[src/ptst_pkg.sv]
// ----------------------------------------------------------------------------
// ptst_pkg
// Types, register indexes and the shared luma function of the pixel tone,
// saturation and threshold core.
// ----------------------------------------------------------------------------
package ptst_pkg;

    // Configuration port widths.
    localparam int CFG_INDEX_W = 3;
    localparam int CFG_DATA_W  = 13;

    // Number of registered stages from the input up to and including the output register.
    localparam int PIPE_DEPTH = 7;

    // Channel lanes of one pixel.
    localparam int NUM_CH   = 3;
    localparam int CH_BLUE  = 0;
    localparam int CH_GREEN = 1;
    localparam int CH_RED   = 2;

    // Register indexes on the configuration port.
    typedef enum logic [CFG_INDEX_W-1:0] {
        REG_GRAY_ENABLE       = 3'd0,
        REG_CONTRAST_GAIN     = 3'd1,
        REG_BRIGHTNESS_OFFSET = 3'd2,
        REG_SATURATION_FACTOR = 3'd3,
        REG_THRESHOLD_ENABLE  = 3'd4,
        REG_THRESHOLD_LEVEL   = 3'd5,
        REG_INVERT_ENABLE     = 3'd6
    } cfg_reg_index_t;

    // Input and result items.
    typedef struct packed {
        logic [7:0] blue_in;
        logic [7:0] green_in;
        logic [7:0] red_in;
    } pixel_in_t;

    typedef struct packed {
        logic [7:0] blue_out;
        logic [7:0] green_out;
        logic [7:0] red_out;
    } pixel_out_t;

    // One pixel as an array of channels, indexed by the CH_* constants.
    typedef logic [NUM_CH-1:0][7:0] pix_t;

    // Luma: (1868*B + 9617*G + 4899*R + 8192) >> 14.
    function automatic logic [7:0] luma(input pix_t px);
        logic [21:0] acc;
        acc = 22'(px[CH_BLUE]) * 22'd1868 + 22'(px[CH_GREEN]) * 22'd9617
            + 22'(px[CH_RED]) * 22'd4899 + 22'd8192;
        return acc[21:14];
    endfunction

endpackage

[src/pixel_tone_saturation_threshold_core.sv]
// Registers in item order: gray, tone product, tone, merge, sat product, sat, output.
// Throughput: 1 item per cycle; all stages advance together whenever the
// output register is empty or being taken, and s_ready follows that.
// Three channel lanes run tone and saturation side by side, one multiplier each per phase.
// Reset (aresetn low, synchronous) empties the pipeline and loads default registers.
// ----------------------------------------------------------------------------
// pixel_tone_saturation_threshold_core
// Per-pixel grayscale, contrast/brightness, saturation, threshold and invert
// on a valid/ready stream with a plain configuration write port.
// ----------------------------------------------------------------------------
module pixel_tone_saturation_threshold_core (
    input  logic                                aclk,
    input  logic                                aresetn,
    input  logic                                cfg_write_en,
    input  logic [ptst_pkg::CFG_INDEX_W-1:0]    cfg_index,
    input  logic [ptst_pkg::CFG_DATA_W-1:0]     cfg_write_data,
    input  logic                                s_valid,
    output logic                                s_ready,
    input  ptst_pkg::pixel_in_t                 s_data,
    output logic                                m_valid,
    input  logic                                m_ready,
    output ptst_pkg::pixel_out_t                m_data
);

    logic               gray_enable_reg;
    logic [9:0]         contrast_gain_reg;
    logic signed [12:0] brightness_offset_reg;
    logic [9:0]         saturation_factor_reg;
    logic               threshold_enable_reg;
    logic [7:0]         threshold_level_reg;
    logic               invert_enable_reg;

    logic [ptst_pkg::PIPE_DEPTH-1:0] valid_reg;
    logic                            advance;

    ptst_pkg::pix_t in_pix;
    ptst_pkg::pix_t gray_pix_next;
    ptst_pkg::pix_t gray_pix_reg;
    ptst_pkg::pix_t tone_pix;
    ptst_pkg::pix_t tone_merged_reg;
    logic [7:0]     tone_luma_reg;
    ptst_pkg::pix_t sat_pix;
    ptst_pkg::pix_t final_pix;
    logic [7:0]     in_luma;
    logic [7:0]     sat_luma;
    ptst_pkg::pixel_out_t out_next;
    ptst_pkg::pixel_out_t out_reg;

    // Configuration registers.
    always_ff @(posedge aclk) begin
        if (!aresetn) begin
            gray_enable_reg       <= 1'b0;
            contrast_gain_reg     <= 10'd256;
            brightness_offset_reg <= 13'sd0;
            saturation_factor_reg <= 10'd256;
            threshold_enable_reg  <= 1'b0;
            threshold_level_reg   <= 8'd0;
            invert_enable_reg     <= 1'b0;
        end else if (cfg_write_en) begin
            unique case (cfg_index)
                ptst_pkg::REG_GRAY_ENABLE:       gray_enable_reg <= cfg_write_data[0];
                ptst_pkg::REG_CONTRAST_GAIN:     contrast_gain_reg <= cfg_write_data[9:0];
                ptst_pkg::REG_BRIGHTNESS_OFFSET: brightness_offset_reg <= $signed(cfg_write_data);
                ptst_pkg::REG_SATURATION_FACTOR: saturation_factor_reg <= cfg_write_data[9:0];
                ptst_pkg::REG_THRESHOLD_ENABLE:  threshold_enable_reg <= cfg_write_data[0];
                ptst_pkg::REG_THRESHOLD_LEVEL:   threshold_level_reg <= cfg_write_data[7:0];
                ptst_pkg::REG_INVERT_ENABLE:     invert_enable_reg <= cfg_write_data[0];
                default: begin
                end
            endcase
        end
    end

    // Stage control: everything moves when the output register can take an item.
    assign advance = !valid_reg[ptst_pkg::PIPE_DEPTH-1] || m_ready;
    assign s_ready = advance;

    always_ff @(posedge aclk) begin
        if (!aresetn) begin
            valid_reg <= '0;
        end else if (advance) begin
            valid_reg <= {valid_reg[ptst_pkg::PIPE_DEPTH-2:0], s_valid};
        end
    end

    // Input stage with optional grayscale.
    always_comb begin
        in_pix[ptst_pkg::CH_BLUE]  = s_data.blue_in;
        in_pix[ptst_pkg::CH_GREEN] = s_data.green_in;
        in_pix[ptst_pkg::CH_RED]   = s_data.red_in;
        in_luma = ptst_pkg::luma(in_pix);
        if (gray_enable_reg) begin
            gray_pix_next = {ptst_pkg::NUM_CH{in_luma}};
        end else begin
            gray_pix_next = in_pix;
        end
    end

    always_ff @(posedge aclk) begin
        if (advance) begin
            gray_pix_reg <= gray_pix_next;
        end
    end

    // Tone lanes, merge with luma, then saturation lanes.
    for (genvar c = 0; c < ptst_pkg::NUM_CH; c++) begin : g_tone
        ptst_tone_lane u_tone (
            .aclk              (aclk),
            .advance           (advance),
            .value             (gray_pix_reg[c]),
            .contrast_gain     (contrast_gain_reg),
            .brightness_offset (brightness_offset_reg),
            .tone_reg          (tone_pix[c])
        );
    end

    ptst_luma_merge u_merge (
        .aclk      (aclk),
        .advance   (advance),
        .pixel     (tone_pix),
        .pixel_reg (tone_merged_reg),
        .luma_reg  (tone_luma_reg)
    );

    for (genvar c = 0; c < ptst_pkg::NUM_CH; c++) begin : g_sat
        ptst_sat_lane u_sat (
            .aclk              (aclk),
            .advance           (advance),
            .value             (tone_merged_reg[c]),
            .luma_value        (tone_luma_reg),
            .saturation_factor (saturation_factor_reg),
            .sat_reg           (sat_pix[c])
        );
    end

    // Final merge: threshold on luma, optional invert, output register.
    always_comb begin
        sat_luma = ptst_pkg::luma(sat_pix);
        if (threshold_enable_reg) begin
            final_pix = {ptst_pkg::NUM_CH{(sat_luma > threshold_level_reg) ? 8'd255 : 8'd0}};
        end else begin
            final_pix = sat_pix;
        end
        if (invert_enable_reg) begin
            final_pix = ~final_pix;
        end
        out_next.blue_out  = final_pix[ptst_pkg::CH_BLUE];
        out_next.green_out = final_pix[ptst_pkg::CH_GREEN];
        out_next.red_out   = final_pix[ptst_pkg::CH_RED];
    end

    always_ff @(posedge aclk) begin
        if (advance) begin
            out_reg <= out_next;
        end
    end

    assign m_valid = valid_reg[ptst_pkg::PIPE_DEPTH-1];
    assign m_data  = out_reg;

endmodule

[src/ptst_tone_lane.sv]
// ----------------------------------------------------------------------------
// ptst_tone_lane
// Contrast and brightness for one channel: a registered multiply by the gain,
// then a registered round-half-even and clamp to 0..255.
// ----------------------------------------------------------------------------
module ptst_tone_lane (
    input  logic               aclk,
    input  logic               advance,
    input  logic [7:0]         value,
    input  logic [9:0]         contrast_gain,
    input  logic signed [12:0] brightness_offset,
    output logic [7:0]         tone_reg
);

    logic signed [9:0]  centered;
    logic signed [20:0] prod_next;
    logic signed [20:0] prod_reg;
    logic signed [25:0] num;
    logic signed [12:0] quot;
    logic [12:0]        rem;
    logic               round_up;
    logic signed [13:0] rounded;
    logic [7:0]         tone_next;

    // Product (2v - 255) * gain.
    always_comb begin
        centered  = $signed({1'b0, value, 1'b0}) - 10'sd255;
        prod_next = 21'(centered) * 21'($signed({1'b0, contrast_gain}));
    end

    always_ff @(posedge aclk) begin
        if (advance) begin
            prod_reg <= prod_next;
        end
    end

    // Scale to /8192, add the mid level and offset, round half to even, clamp.
    always_comb begin
        num      = (26'(prod_reg) <<< 4) + 26'sd1044480 + (26'(brightness_offset) <<< 9);
        quot     = num[25:13];
        rem      = num[12:0];
        round_up = (rem > 13'h1000) || ((rem == 13'h1000) && quot[0]);
        rounded  = $signed({quot[12], quot}) + $signed({13'd0, round_up});
        if (rounded < 14'sd0) begin
            tone_next = 8'd0;
        end else if (rounded > 14'sd255) begin
            tone_next = 8'd255;
        end else begin
            tone_next = rounded[7:0];
        end
    end

    always_ff @(posedge aclk) begin
        if (advance) begin
            tone_reg <= tone_next;
        end
    end

endmodule

[src/ptst_sat_lane.sv]
// ----------------------------------------------------------------------------
// ptst_sat_lane
// Saturation for one channel: a registered multiply of the factor by the
// distance from luma, then a registered round-half-even and clamp.
// ----------------------------------------------------------------------------
module ptst_sat_lane (
    input  logic       aclk,
    input  logic       advance,
    input  logic [7:0] value,
    input  logic [7:0] luma_value,
    input  logic [9:0] saturation_factor,
    output logic [7:0] sat_reg
);

    logic signed [9:0]  diff;
    logic signed [20:0] prod_next;
    logic signed [20:0] prod_reg;
    logic [7:0]         luma_reg;
    logic signed [21:0] num;
    logic signed [13:0] quot;
    logic [7:0]         rem;
    logic               round_up;
    logic signed [14:0] rounded;
    logic [7:0]         sat_next;

    // Product f * (v - Y); luma travels alongside.
    always_comb begin
        diff      = $signed({2'b00, value}) - $signed({2'b00, luma_value});
        prod_next = 21'(diff) * 21'($signed({1'b0, saturation_factor}));
    end

    always_ff @(posedge aclk) begin
        if (advance) begin
            prod_reg <= prod_next;
            luma_reg <= luma_value;
        end
    end

    // Add Y * 256, divide by 256 with round half to even, clamp.
    always_comb begin
        num      = 22'(prod_reg) + $signed({6'd0, luma_reg, 8'd0});
        quot     = num[21:8];
        rem      = num[7:0];
        round_up = (rem > 8'h80) || ((rem == 8'h80) && quot[0]);
        rounded  = $signed({quot[13], quot}) + $signed({14'd0, round_up});
        if (rounded < 15'sd0) begin
            sat_next = 8'd0;
        end else if (rounded > 15'sd255) begin
            sat_next = 8'd255;
        end else begin
            sat_next = rounded[7:0];
        end
    end

    always_ff @(posedge aclk) begin
        if (advance) begin
            sat_reg <= sat_next;
        end
    end

endmodule

[src/ptst_luma_merge.sv]
// ----------------------------------------------------------------------------
// ptst_luma_merge
// Merging stage: collects the three lane results into one pixel and
// registers it together with its luma.
// ----------------------------------------------------------------------------
module ptst_luma_merge (
    input  logic          aclk,
    input  logic          advance,
    input  ptst_pkg::pix_t pixel,
    output ptst_pkg::pix_t pixel_reg,
    output logic [7:0]    luma_reg
);

    always_ff @(posedge aclk) begin
        if (advance) begin
            pixel_reg <= pixel;
            luma_reg  <= ptst_pkg::luma(pixel);
        end
    end

endmodule

[config.mk]
export PLATFORM = sky130hd
export DESIGN_NAME = pixel_tone_saturation_threshold_core
export DESIGN_NICKNAME = d
export VERILOG_FILES = /design/src/ptst_pkg.sv /design/src/pixel_tone_saturation_threshold_core.sv /design/src/ptst_tone_lane.sv /design/src/ptst_sat_lane.sv /design/src/ptst_luma_merge.sv
export SDC_FILE = /design/constraint.sdc
export NUM_CORES = 2
export LEC_CHECK = 0
export ABC_CLOCK_PERIOD_IN_PS = 10900
export BUFFER_PORTS_ARGS = -buffer_cell sky130_fd_sc_hd__buf_2
export CELL_PAD_IN_SITES_DETAIL_PLACEMENT = 1
export CELL_PAD_IN_SITES_GLOBAL_PLACEMENT = 2
export CORE_MARGIN = 2
export CORE_UTILIZATION = 40
export CTS_BUF_LIST = sky130_fd_sc_hd__clkbuf_4
export DETAILED_ROUTE_END_ITERATION = 8
export GPL_ROUTABILITY_DRIVEN = 0
export PLACE_DENSITY = 0.84
export SYNTH_ARGS = -nofsm -noshare
export SYNTH_HDL_FRONTEND = slang
export SYNTH_HIERARCHICAL = 1
export SYNTH_SLANG_ARGS = --single-unit
[constraint.sdc]
create_clock -name aclk -period 10.9 [get_ports aclk]
set_input_delay 1.635 -clock aclk [delete_from_list [all_inputs] [get_ports aclk]]
set_output_delay 1.635 -clock aclk [all_outputs]
set_load 0.05 [all_outputs]
==> flow_summary.toml <==
[floorplan]
core_mm2 = 0.134
die-area_mm2 = 0.138
io_pins = 71
die_y_um = 371
initial_core_util_pct = 40.4
die-width_um = 371
row_count = 134

[cts]
cts_sinks = 326
ctsResizeCount = 0
cts_buffer_depth = 3
ctsHoldBuffers = 0
cts-htree-levels = 3
postCtsSetupRepairBufs = 0
worst_setup_hold_path_clk_slew_ns = 0.06
cts_inserted_buffers = 98
cts_tree = "yes"
clock_latency_ns = 0.94
cts_root_buffer = "clkbuf_4"

[worst_setup_path]
worstSetupPathType = "reg2reg"
critical_path.max_stage_delay_ns = 0.80
cp.required_ns = 11.53
worstSetupStartpointType = "flop"
cp_common_cell = "ha_1"
arrival_ns = 10.43
end_kind = "flop"
crit_slowest_cell = "o211a_1"
cp_max_fo = 24

[grt]
grtUsageTotal_pct = 20.1
antenna_found_initial = 12
grt_pass1_vias = 43000
grt_max_degree = 77
overflow = 0
grt_first_pass_wirelength_um = 222000

[drt]
drc = 0
initialDrtViolationCount = 1552
wire_per_inst_um = 17.7
vias = 38900
via_per_inst = 5.09
first_pass_iters = 5
wl_um = 135000
ant_nets = 0

[logic_synthesis]
yosysWarnings = 6
synth-seq-cells = 326
syn_inst = 5691
synth.area.top_cells = "fa_1 23%, ha_1 22%, edfxtp_1 15%"
ys.flop_type = "edfxtp_1"
syn-num-nets = 7325
netlist.area_leader.share_pct = 23.4
synth_top_area_cell = "fa_1"
yosysMostFrequentCell = "inv_1"
ys_async_sr_fraction_pct = 0
synth_commonest_cells = "1,322 x inv_1, 959 x ha_1, 630 x fa_1"
synthDistinctLibCells = 122
avgSynthCellArea_um2 = 9.48
synth_area_mm2 = 0.0540
synth_edf_count = 275
ys_seq_area_share_pct = 17.2

[timing]
skew_ns = 0.0715
setup_viol = 0
worst_pin_slew_ns = 1.03
hold_viol = 0
rsz0062_at_grt = "no"
drv_slew = 0
relSlewSlack_pct = 31.0
final.setup.tns_ns = 0
final.period_utilization_pct = 89.9
fin_crit_ns = 9.80
fmax_ghz = 0.102

[cells_and_area]
largest_reg_flops = 63
fin_nets = 7421
syn2layout_area_growth_pct = 6.74
drive_above_1_share_pct = 7.53

[place]
place_hpwl_um = 112000
numPortBuffers = 70

[worst_hold_path]
hold_path_class = "reg2reg"

[run]
cap_violations = 0

[status]
status = "completed"
==> per-layer routing <==
metal  share of wire, %  routed length, um  vias up  track usage (%)
li1                   -                  -    18700                -
met1                 44              60000    19600             25.0
met2                 51              68500      399             36.6
met3                2.6               3470      167             2.52
met4                2.3               3040       12             4.82
met5              0.061                 83        -                0
==> final cells by class <==
| cell class | count | area, um^2 |
|---|---|---|
| clock buffers | 137 | 1030 |
| repair buffers | 95 | 538 |
| multi-input cells | 3942 | 39300 |
| inverters | 1324 | 4980 |
| fillers | 15500 | 76000 |
| flip-flops and latches | 326 | 9290 |
| diodes | 10 | 25.0 |
| clock inverters | 43 | 228 |
| well taps | 1768 | 2210 |
==> cell families after synthesis <==
kind of cell	after synthesis	share of synthesized area (%)
compound gates	719	9.43
xor+xnor	254	4.23
fa+ha+maj	1589	45.6
buf+inv	1423	9.96
flops	326	17.2
mux	32	0.633
simple gates	1348	13.0
==> path summary, 6_finish.rpt <==
kind,endpoint,startpoint,slack (ns),cells past startpoint
worst min-delay path,valid_reg[0],valid_reg[0],0.47,2
worst max-delay path,m_data[13],g_sat[0].u_sat/sat_reg[5],1.10,34
worst max register to register,m_data[13],g_sat[0].u_sat/sat_reg[5],1.10,34
worst min register to register,valid_reg[0],valid_reg[0],0.47,2
==> worst max-delay path, delay by kind of cell (launching register included) <==
kind                     cells  cell delay (ns)
adder cells (fa/ha/maj)     12             4.66
AO/OA/AOI/OAI                9             2.52
AND/OR/NAND/NOR              6             1.13
flip-flops                   1             0.54
XOR/XNOR                     3             0.50
buffers and inverters        4             0.19
==> per-stage QoR <==
| step | instances | hold slack [ns] | instance area [um^2] | worst slack, ns | utilization, % |
|---|---|---|---|---|---|
| 6_report | 7645 | 0.465 | 57600 | 1.10 | 43.1 |
| 3_5_place_dp | 7455 | 0.463 | 56300 | 1.15 | 42.2 |
| 3_3_place_gp | 7455 | 0.457 | 56300 | 1.34 | 42.2 |
| 2_1_floorplan | 5691 | 0.441 | 54000 | 1.77 | - |
| 5_1_grt | 7643 | 0.502 | 57600 | 0.663 | 43.1 |
| 4_1_cts | 7635 | 0.472 | 57600 | 1.11 | 43.1 |
==> layout by cell type (no fill, tap or decap), drive strengths merged, types with 13 or more instances in the layout <==
| cell type | n |
|---|---|
| a31o | 13 |
| xor2 | 71 |
| nor3b | 21 |
| clkbuf | 137 |
| nand2 | 449 |
| or3 | 16 |
| o21ai | 143 |
| nand4 | 18 |
| a31oi | 41 |
| and2 | 176 |
| nor2 | 218 |
| buf | 95 |
| ha | 959 |
| nand2b | 93 |
| xnor2 | 183 |
| clkinv | 38 |
| and3 | 32 |
| o21bai | 18 |
| nor3 | 81 |
| or2 | 42 |
| o211ai | 19 |
| edfxtp | 275 |
| fa | 630 |
| inv | 1324 |
| nor2b | 62 |
| a21o | 65 |
| o21a | 35 |
| a211oi | 41 |
| mux2i | 21 |
| dfxtp | 51 |
| a21oi | 167 |
| a21boi | 66 |
| nor4 | 33 |
| nand3 | 58 |
Power is not shown: default switching activity piles up to over one toggle a cycle in this logic, so the estimate is an artifact.
